### config.mk
export PLATFORM = sky130hd
export DESIGN_NAME = scan_range_window_smoother_top
export DESIGN_NICKNAME = d
export VERILOG_FILES = /design/src/srws_pkg.sv /design/src/srws_ctrl.sv /design/src/srws_dpath.sv /design/src/scan_range_window_smoother_top.sv
export SDC_FILE = /design/constraint.sdc
export NUM_CORES = 1
export LEC_CHECK = 0
export ABC_AREA = 1
export BUFFER_PORTS_ARGS = -buffer_cell sky130_fd_sc_hd__buf_4
export CAP_MARGIN = 10
export CORE_AREA = 2 2 149 136
export DETAILED_ROUTE_END_ITERATION = 6
export DIE_AREA = 0 0 151 138
export GPL_TIMING_DRIVEN = 1
export PLACE_DENSITY_LB_ADDON = 0.2
export SYNTH_ARGS = -nofsm -noshare
export SYNTH_HDL_FRONTEND = slang
export SYNTH_SLANG_ARGS = --single-unit
export TNS_END_PERCENT = 1
### constraint.sdc
create_clock -name clock -period 6.2 [get_ports clock]
set_input_delay 0.31 -clock clock [delete_from_list [all_inputs] [get_ports clock]]
set_output_delay 0.31 -clock clock [all_outputs]
set_load 0.05 [all_outputs]
### src/srws_pkg.sv
// Shared types and constants for the scan range window smoother.
// Used by srws_ctrl, srws_dpath and scan_range_window_smoother_top; no dependencies.
package srws_pkg;

   localparam int unsigned FIELD_W = 16;

   typedef struct packed {
      logic shift;
      logic take_in;
      logic div_load;
      logic out_load;
      logic last_mark;
      logic clear;
   } srws_cmd_type;

   typedef struct packed {
      logic div_busy;
      logic out_full;
   } srws_stat_type;

endpackage

### src/srws_ctrl.sv
// Sequencer for the window smoother: sample intake, scan-end flush and result hand-off.
// Depends on srws_pkg; drives srws_dpath through command and status structs.
module srws_ctrl #(
   parameter int unsigned HALF_SPAN = 2
) (
   input  logic                  clock,
   input  logic                  reset,
   input  logic                  req_tvalid,
   input  logic                  req_tlast,
   output logic                  req_tready,
   output srws_pkg::srws_cmd_type  cmd,
   input  srws_pkg::srws_stat_type stat
);
   import srws_pkg::*;

   localparam int unsigned SEEN_W = $clog2(HALF_SPAN + 1);
   localparam int unsigned FW     = $clog2(HALF_SPAN + 2);
   localparam int unsigned CMP_W  = FW + 1;
   localparam logic [SEEN_W-1:0] SEEN_MAX = SEEN_W'(HALF_SPAN);
   localparam logic [FW-1:0]     STEP_MAX = FW'(HALF_SPAN);

   typedef enum logic [3:0] {
      ST_IDLE  = 4'b0001,
      ST_FLUSH = 4'b0010,
      ST_DIV   = 4'b0100,
      ST_OUT   = 4'b1000
   } state_type;

   state_type         state_ff, state_in;
   logic [SEEN_W-1:0] seen_ff, seen_in;
   logic [FW-1:0]     fstep_ff, fstep_in;
   logic              last_ff, last_in;
   logic              final_ff, final_in;
   logic              flush_emit;

   assign flush_emit = (CMP_W'(fstep_ff) + CMP_W'(seen_ff)) > CMP_W'(HALF_SPAN);

   always_comb begin
      state_in   = state_ff;
      seen_in    = seen_ff;
      fstep_in   = fstep_ff;
      last_in    = last_ff;
      final_in   = final_ff;
      cmd        = '0;
      req_tready = 1'b0;
      case (state_ff)
         ST_IDLE: begin
            req_tready = 1'b1;
            if (req_tvalid) begin
               cmd.shift   = 1'b1;
               cmd.take_in = 1'b1;
               last_in     = req_tlast;
               fstep_in    = FW'(1);
               if (seen_ff == SEEN_MAX) begin
                  cmd.div_load = 1'b1;
                  final_in     = 1'b0;
                  state_in     = ST_DIV;
               end else begin
                  seen_in = seen_ff + 1'b1;
                  if (req_tlast) begin
                     state_in = ST_FLUSH;
                  end
               end
            end
         end
         ST_FLUSH: begin
            cmd.shift = 1'b1;
            fstep_in  = fstep_ff + 1'b1;
            if (flush_emit) begin
               cmd.div_load = 1'b1;
               final_in     = (fstep_ff == STEP_MAX);
               state_in     = ST_DIV;
            end
         end
         ST_DIV: begin
            if (!stat.div_busy) begin
               state_in = ST_OUT;
            end
         end
         ST_OUT: begin
            if (!stat.out_full) begin
               cmd.out_load  = 1'b1;
               cmd.last_mark = final_ff;
               if (final_ff) begin
                  cmd.clear = 1'b1;
                  seen_in   = '0;
                  last_in   = 1'b0;
                  final_in  = 1'b0;
                  state_in  = ST_IDLE;
               end else if (last_ff) begin
                  state_in = ST_FLUSH;
               end else begin
                  state_in = ST_IDLE;
               end
            end
         end
         default: begin
            state_in = ST_IDLE;
         end
      endcase
   end

   always_ff @(posedge clock) begin
      if (reset) begin
         state_ff <= ST_IDLE;
         seen_ff  <= '0;
         fstep_ff <= '0;
         last_ff  <= 1'b0;
         final_ff <= 1'b0;
      end else begin
         state_ff <= state_in;
         seen_ff  <= seen_in;
         fstep_ff <= fstep_in;
         last_ff  <= last_in;
         final_ff <= final_in;
      end
   end

endmodule

### src/srws_dpath.sv
// Datapath of the window smoother: sample window with running sum and count,
// radix-16 restoring divider and output register. Depends on srws_pkg.
module srws_dpath #(
   parameter int unsigned HALF_SPAN  = 2,
   parameter int unsigned RANGE_BITS = 16
) (
   input  logic                           clock,
   input  logic                           reset,
   input  srws_pkg::srws_cmd_type         cmd,
   output srws_pkg::srws_stat_type        stat,
   input  logic [srws_pkg::FIELD_W-1:0]   in_range,
   input  logic                           in_ok,
   output logic                           rsp_tvalid,
   input  logic                           rsp_tready,
   output logic [srws_pkg::FIELD_W-1:0]   rsp_tdata,
   output logic                           rsp_tuser,
   output logic                           rsp_tlast
);
   import srws_pkg::*;

   localparam int unsigned WIN_LEN  = 2 * HALF_SPAN + 1;
   localparam int unsigned RW       = (RANGE_BITS < FIELD_W) ? RANGE_BITS : FIELD_W;
   localparam int unsigned CW       = $clog2(WIN_LEN + 1);
   localparam int unsigned SW       = RW + $clog2(WIN_LEN);
   localparam int unsigned DIV_BITS = 4;
   localparam int unsigned DW       = ((SW + DIV_BITS - 1) / DIV_BITS) * DIV_BITS;
   localparam int unsigned NSTEP    = DW / DIV_BITS;
   localparam int unsigned NW       = $clog2(NSTEP + 1);

   logic [RW-1:0]      win_r_ff [WIN_LEN];
   logic [WIN_LEN-1:0] win_v_ff;
   logic [SW-1:0]      sum_ff, sum_in;
   logic [CW-1:0]      cnt_ff, cnt_in;
   logic [RW-1:0]      new_r;
   logic               new_v;
   logic [SW-1:0]      old_term, new_term;

   logic [DW-1:0]      dvd_ff, dvd_in;
   logic [DW-1:0]      quo_ff, quo_in;
   logic [CW-1:0]      rem_ff, rem_in;
   logic [CW-1:0]      dvs_ff;
   logic [NW-1:0]      steps_ff;
   logic [RW-1:0]      raw_ff;
   logic               any_ok_ff;

   logic               out_valid_ff;
   logic [FIELD_W-1:0] out_data_ff;
   logic               out_ok_ff;
   logic               out_last_ff;

   assign new_r    = cmd.take_in ? in_range[RW-1:0] : '0;
   assign new_v    = cmd.take_in & in_ok;
   assign old_term = win_v_ff[0] ? SW'(win_r_ff[0]) : '0;
   assign new_term = new_v ? SW'(new_r) : '0;
   assign sum_in   = sum_ff - old_term + new_term;
   assign cnt_in   = cnt_ff - CW'(win_v_ff[0]) + CW'(new_v);

   always_comb begin
      logic [CW:0] trial;
      rem_in = rem_ff;
      dvd_in = dvd_ff;
      quo_in = quo_ff;
      for (int j = 0; j < DIV_BITS; j++) begin
         trial  = {rem_in, dvd_in[DW-1]};
         dvd_in = {dvd_in[DW-2:0], 1'b0};
         if (trial >= {1'b0, dvs_ff}) begin
            rem_in = CW'(trial - {1'b0, dvs_ff});
            quo_in = {quo_in[DW-2:0], 1'b1};
         end else begin
            rem_in = trial[CW-1:0];
            quo_in = {quo_in[DW-2:0], 1'b0};
         end
      end
   end

   always_ff @(posedge clock) begin
      if (reset) begin
         win_v_ff     <= '0;
         sum_ff       <= '0;
         cnt_ff       <= '0;
         steps_ff     <= '0;
         out_valid_ff <= 1'b0;
      end else begin
         if (cmd.clear) begin
            win_v_ff <= '0;
            sum_ff   <= '0;
            cnt_ff   <= '0;
         end else if (cmd.shift) begin
            win_v_ff <= {new_v, win_v_ff[WIN_LEN-1:1]};
            sum_ff   <= sum_in;
            cnt_ff   <= cnt_in;
         end
         if (cmd.div_load) begin
            steps_ff <= NW'(NSTEP);
         end else if (steps_ff != '0) begin
            steps_ff <= steps_ff - 1'b1;
         end
         if (cmd.out_load) begin
            out_valid_ff <= 1'b1;
         end else if (rsp_tready) begin
            out_valid_ff <= 1'b0;
         end
      end
   end

   always_ff @(posedge clock) begin
      if (cmd.shift) begin
         for (int k = 0; k < WIN_LEN - 1; k++) begin
            win_r_ff[k] <= win_r_ff[k+1];
         end
         win_r_ff[WIN_LEN-1] <= new_r;
      end
      if (cmd.div_load) begin
         dvd_ff    <= DW'(sum_in);
         dvs_ff    <= cnt_in;
         rem_ff    <= '0;
         raw_ff    <= win_r_ff[HALF_SPAN+1];
         any_ok_ff <= (cnt_in != '0);
      end else if (steps_ff != '0) begin
         dvd_ff <= dvd_in;
         quo_ff <= quo_in;
         rem_ff <= rem_in;
      end
      if (cmd.out_load) begin
         out_data_ff <= any_ok_ff ? FIELD_W'(quo_ff[RW-1:0]) : FIELD_W'(raw_ff);
         out_ok_ff   <= any_ok_ff;
         out_last_ff <= cmd.last_mark;
      end
   end

   assign stat.div_busy = (steps_ff != '0);
   assign stat.out_full = out_valid_ff & ~rsp_tready;

   assign rsp_tvalid = out_valid_ff;
   assign rsp_tdata  = out_data_ff;
   assign rsp_tuser  = out_ok_ff;
   assign rsp_tlast  = out_last_ff;

endmodule

### src/scan_range_window_smoother_top.sv
// Channel  | Signals                   | Word contents
// req      | req_tvalid/tready         | tdata: range_mm; tuser: sample_ok; tlast: scan_end
// rsp      | rsp_tvalid/tready         | tdata: smoothed_mm; tuser: smoothed_ok;
//          |                           | tlast: final_of_scan
// Top level of the scan range window smoother; depends on srws_pkg, srws_ctrl, srws_dpath.
// A word that emits a result passes through intake, the radix-16 divider steps and the load
// of the output register; a word that emits nothing is only taken into the window.
// The final word of a scan adds HALF_SPAN flush shifts, each followed by a divide when
// it emits. The divider paces the block. Reset is synchronous and clears the window.
// A stalled output holds the output register; intake continues until the next result
// needs that register.
module scan_range_window_smoother_top #(
   parameter int unsigned HALF_SPAN  = 2,
   parameter int unsigned RANGE_BITS = 16
) (
   input  logic                         clock,
   input  logic                         reset,
   input  logic                         req_tvalid,
   output logic                         req_tready,
   input  logic [srws_pkg::FIELD_W-1:0] req_tdata,  // [15:0] range_mm
   input  logic                         req_tuser,  // [0] sample_ok
   input  logic                         req_tlast,
   output logic                         rsp_tvalid,
   input  logic                         rsp_tready,
   output logic [srws_pkg::FIELD_W-1:0] rsp_tdata,  // [15:0] smoothed_mm
   output logic                         rsp_tuser,  // [0] smoothed_ok
   output logic                         rsp_tlast
);
   import srws_pkg::*;

   srws_cmd_type  cmd;
   srws_stat_type stat;

   srws_ctrl #(
      .HALF_SPAN(HALF_SPAN)
   ) u_ctrl (
      .clock      (clock),
      .reset      (reset),
      .req_tvalid (req_tvalid),
      .req_tlast  (req_tlast),
      .req_tready (req_tready),
      .cmd        (cmd),
      .stat       (stat)
   );

   srws_dpath #(
      .HALF_SPAN  (HALF_SPAN),
      .RANGE_BITS (RANGE_BITS)
   ) u_dpath (
      .clock      (clock),
      .reset      (reset),
      .cmd        (cmd),
      .stat       (stat),
      .in_range   (req_tdata),
      .in_ok      (req_tuser),
      .rsp_tvalid (rsp_tvalid),
      .rsp_tready (rsp_tready),
      .rsp_tdata  (rsp_tdata),
      .rsp_tuser  (rsp_tuser),
      .rsp_tlast  (rsp_tlast)
   );

endmodule

After elaboration in Yosys (flattened, before gate mapping)
Memories as Yosys holds them, arrays and structs flattened.
Index checks and enable logic that the tools add are counted.
Widths: inputs -> output; s select.
Word-level totals
  bits in latches: 0
  RAM bits: 80
  flip-flop bits (word level): 118
  input port bits: 22
  memories: 1
  logic and storage cells: 129
  ROM bits: 0
Operators by class
  eq/ne operators: 14
  shifts and indexed selects: 0
  add/sub/neg operators: 12
  multipliers: 0
  bitwise operators: 5
  muxes and demuxes: 55
  reduce and logical (&&, ||, !) cells: 16
  div/mod/pow operators: 0
  magnitude comparators: 5
Memories
  u_dpath.win_r_ff: depth 5, bits a word 16, rd ports 5, clocked after memory_dff 0, write ports 5, line srws_dpath.sv:30  | logic [RW-1:0] win_r_ff [WIN_LEN];
Operators by type and width (number)
  $mux 16: 4
  $mux 19: 2
  $mux 4: 7
  $mux 3: 9
  $mux 1: 20
  $add 19x19->19: 1
  $sub 19x19->19: 1
  $ge 4x3->1: 4
  $pmux 4 s4: 1
  $reduce_and 5->1: 3
  $mux 2: 6
  $sub 3x3->3: 4
  $reduce_bool 3->1: 3
  $ne 2x2->1 const B: 4
  $pmux 2 s2: 2
  $reduce_bool 2->1: 4
  $ne 2x1->1 const B: 3
  $pmux 1 s2: 3
  $reduce_or 2->1: 3
  $add 2x1->2 const B: 2
  $eq 2x2->1 const B: 2
  $eq 4x1->1 const B: 1
  $eq 4x2->1 const B: 1
  $eq 4x3->1 const B: 1
  other kinds (12): 16

Longest topological paths before layout
  depth after elaboration: 8
  gate-level depth with buffers: 36

Hierarchy
A second synthesis with hierarchy kept.
Unflattened totals
  cells, all modules: 913
  area total of the unflattened synthesis: 9471.6 um^2
By module, submodules not included
  srws_dpath: times used 1, area an instance 8728.4 um^2, cells each 791
  srws_ctrl: times used 1, area an instance 743.2 um^2, cells each 122

Worst setup path before layout
No wires, ideal clock.
  kind: reg-to-reg
  from: register u_dpath.dvs_ff[1]
  to: register u_dpath.rem_ff[1]
  library setup time: 0.114 ns
  data arrival time: 4.418 ns
  slack: 1.668 ns
  path buffers: 0
  stages on the path, launching flop included: 31
  cells stage by stage: edfxtp_1 > inv_1 > fa_1 > nand2_1 > nand3_2 > nand2_1 > nand2_1 > ha_1 > nand2_1 > nand2_1 > a21oi_1 > nand3_4 > nand2_1 > nand2_1 > fa_1 > inv_1 > a21oi_1 > and2_1 > nand3_4 > nand2_1 > nand2_1 > inv_1 > fa_1 > o21ai_0 > inv_1 > nor2_1 > inv_1 > nor2_1 > nand3_1 > nand3_1 > nand2_1
Between the ends
  cells in the longest elaborated chain, start to end: 8
  elaborated cells between the ends (all ways): 12
Ends and longest elaborated chain
  start: declaration: line srws_dpath.sv:41  | logic [CW-1:0] dvs_ff;
  start signal: assignment: line srws_dpath.sv:115  | dvs_ff <= cnt_in;
  $ge 4x3->1 or $sub 3x3->3 (tied branches): line srws_dpath.sv:66, srws_dpath.sv:67
  $mux 3: line srws_dpath.sv:66  | if (trial >= {1'b0, dvs_ff}) begin
  $ge 4x3->1 or $sub 3x3->3 (tied branches): line srws_dpath.sv:66, srws_dpath.sv:67
  $mux 3: line srws_dpath.sv:66
  $ge 4x3->1 or $sub 3x3->3 (tied branches): line srws_dpath.sv:66, srws_dpath.sv:67
  $mux 3: line srws_dpath.sv:66
  $ge 4x3->1 or $sub 3x3->3 (tied branches): line srws_dpath.sv:66, srws_dpath.sv:67
  $mux 3 (*): line srws_dpath.sv:66
  end signal: assignment: line srws_dpath.sv:122  | rem_ff <= rem_in;
  end: declaration: line srws_dpath.sv:40  | logic [CW-1:0] rem_ff, rem_in;
Every way passes the cells marked *; elsewhere a longest branch is shown, timed or not.
A chain may end at the register's enable or synchronous reset.

Worst setup path in the final report
  from: register u_dpath.dvs_ff[1]
  to: register u_dpath.rem_ff[2]
The elaborated chain is that of the path after synthesis.

==> results.ini <==
[sta]
finClkSkew_ps = 7.97
fmax_ghz = 0.196
setup_violations = 0
slew_headroom_pct = 27.9
fin_crit_sh_pct = 82.3
slew_violations = 0
tightest_slew_ps = 1080
hold_ws_ps = 148
finalHoldViolCount = 0
setup_tns_ps = 0
layout_min_cycle_time_ps = 5100
rsz0062_at_grt = no

[grt]
grt_pass1_vias = 5792
antenna_found_initial = 0
grt-ovfl-total = 0
grt_pass1_wl_mm = 31.0
grt_usage_pct = 19.4
grt_start_max_net_pins = 63

[detailed_routing]
viasPerCell = 4.99
routed_wl_mm = 19.1
drt-initial-drc-count = 499
drt-pass1-iter-count = 5
antenna_left = 0
vias = 6027
drc = 0
wl_per_cell_um = 15.9

[critical_path]
crit_path_frequent_cell = nand2_1
r2r_cells = 30
slowest_delay_ps = 490
rr_endpoint = u_dpath.rem_ff[2]
crit_start = u_dpath.dvs_ff[1]
endpoint = u_dpath.rem_ff[2]
cp_slowest_cell = fa_1
critPathCaptureType = register
cp_data_required_time_ps = 6530
worst_ep_arrival_time_ps = 5440
r2r_setup_slack_ps = 1100
path_class = reg -> reg
path_max_fanout = 7
r2r_start = u_dpath.dvs_ff[1]
start_kind = register

[die]
row_count = 49
die_x_um = 151
start_util_pct = 48.7
io_pins = 42
coreArea_sq_mm = 0.0195
die_h_um = 138
dieArea_sq_mm = 0.0208

[clock_tree]
ctsResizeCount = 0
cts_buffer_depth = 2
cts_tree = done
ctsHoldBuffers = 0
clkTransAtPathRegs_ps = 80
clkLatencyLatePin_ps = 440
cts_root_buf = clkbuf_16
cts_htree_levels = 4
cts_setup_buffers = 0
cts.sinks = 198
cts_made_buffers = 17

[layout]
fin_area_sq_mm = 0.0106
final_common_cell = inv_1
fill_cells = 1730
layout.nets = 1021
drive_gt1_share_pct = 12.9
insertedDiodeCount = 0
register_area_sq_mm = 0.00550
final_cell_mix = inv_1, nand2_1, edfxtp_1
areaGrowthSynthToFinish_pct = 12.1
multi_input_area_sq_mm = 0.00322

[yosys]
ys_types = 45
syn_inst = 894
synth.top_cells.by_area = edfxtp_1, dfxtp_1, inv_1, nand2_1, ha_1
async_flop_share_pct = 0
synth_top_area_share_pct = 48.4
yosysWarnings = 0
syn-mean-instance-area_sq_um = 10.6
synth-edff-count = 153
syn-num-nets = 976
ys_seq_area_share_pct = 57.9
ys_ff_latch = 198
synth-main-ff-cell = edfxtp_1
synth_top_area_cell = edfxtp_1
synth_area_sq_mm = 0.00949

[worst_hold_path]
min_path_type = in -> reg

[status]
status = completed

[placement]
place_hpwl_mm = 13.5
port_buffers = 41
place_area_sq_mm = 0.0100
routabilityCongestion = 0.858

[job]
drv_cap = 0

[layout make-up]
type / count / share of cell area (%)
clock buffers: 17 / 4.00
clock inverters: 15 / 1.83
well taps: 255 / 3.00
flip-flops and latches: 198 / 51.6
multi-input cells: 501 / 30.3
repair buffers: 43 / 3.03
inverters: 178 / 6.28
[metrics by stage]
step / utilization (%) / instances / setup WS [ps]
6_report: 54.6 / 1207 / 1100
5_1_grt: 54.6 / 1207 / 571
4_1_cts: 54.6 / 1207 / 1130
3_5_place_dp: 51.4 / 1175 / 1150
3_3_place_gp: 51.4 / 1175 / 1250
2_1_floorplan: - / 894 / 1670
[sequential cells by signal (all words and copies together) (netlist names)]
name / count
u_ctrl.final_ff: 1
u_ctrl.fstep_ff: 2
u_ctrl.last_ff: 1
u_ctrl.seen_ff: 2
u_ctrl.state_ff: 4
u_dpath.any_ok_ff: 1
u_dpath.cnt_ff: 3
u_dpath.dvd_ff: 20
u_dpath.dvs_ff: 3
u_dpath.quo_ff: 16
u_dpath.raw_ff: 16
u_dpath.rem_ff: 3
u_dpath.rsp_tdata: 16
u_dpath.rsp_tlast: 1
u_dpath.rsp_tuser: 1
u_dpath.rsp_tvalid: 1
u_dpath.steps_ff: 3
u_dpath.sum_ff: 19
u_dpath.win_r_ff: 80
u_dpath.win_v_ff: 5
[cell families after synthesis]
kind of cell | synth area share [%]
simple gates | 14.3
flops | 57.9
buf+inv | 8.22
compound gates | 6.75
fa+ha+maj | 9.65
mux | 1.90
xor+xnor | 1.29
[synth_stat cells (2+ instances only)]
cell      number
nor2_4         2
o21ai_0       31
or2_1          2
nand2_4        4
dfxtp_1       45
a21boi_0       2
nand2_2        2
nor4_1         2
clkbuf_1       6
inv_1        168
edfxtp_1     153
mux2_2        16
xor2_1         9
inv_2         10
buf_6          4
xnor2_1        5
o21bai_1       4
nor2_1        65
buf_2          3
a21oi_1       39
o21ai_1        6
nand3_2        2
nand4_1       11
a31oi_1       10
nor3_1         4
ha_1          38
nand3_1       37
o31ai_1        2
fa_1          22
a21o_1         2
a211oi_1       3
nand3_4        2
nor3_4         3
nand2_1      156
buf_4          4
nor2_2         3
o211ai_1       9
[routing by layer]
metal / wire, um / vias to the layer above / track usage (%) / share of wire, %
met5: 0 / - / 0 / 0
met3: 701 / 22 / 3.93 / 3.7
li1: - / 3040 / - / -
met2: 8650 / 108 / 29.3 / 45
met4: 338 / 0 / 5.16 / 1.8
met1: 9450 / 2857 / 28.8 / 49
[worst max-delay path, delay by kind of cell, from the launching register on]
kind / cells / cell delay (ps)
AOI/OAI and AO/OA: 3 / 550
adders and majority gates: 4 / 1530
buffers and inverters: 5 / 470
DFF: 1 / 430
and+or+nand+nor: 18 / 2030
[worst min path at each step]
stage / startpoint / cells after the start / endpoint / slack [ps]
floorplan: u_dpath.win_r_ff[0][16] / 0 / u_dpath.win_r_ff[0][0] / 400
global placement: u_dpath.win_r_ff[0][77] / 0 / u_dpath.win_r_ff[0][61] / 400
detailed placement: u_dpath.win_r_ff[0][30] / 0 / u_dpath.win_r_ff[0][14] / 400
CTS: reset / 2 / u_ctrl.final_ff / 130
global route: reset / 2 / u_ctrl.state_ff[1] / 150
finish: reset / 2 / u_ctrl.state_ff[1] / 150
Power is left out: the tool's default activity adds up to more than one toggle a clock period on the data nets, which glitch-free logic cannot reach.
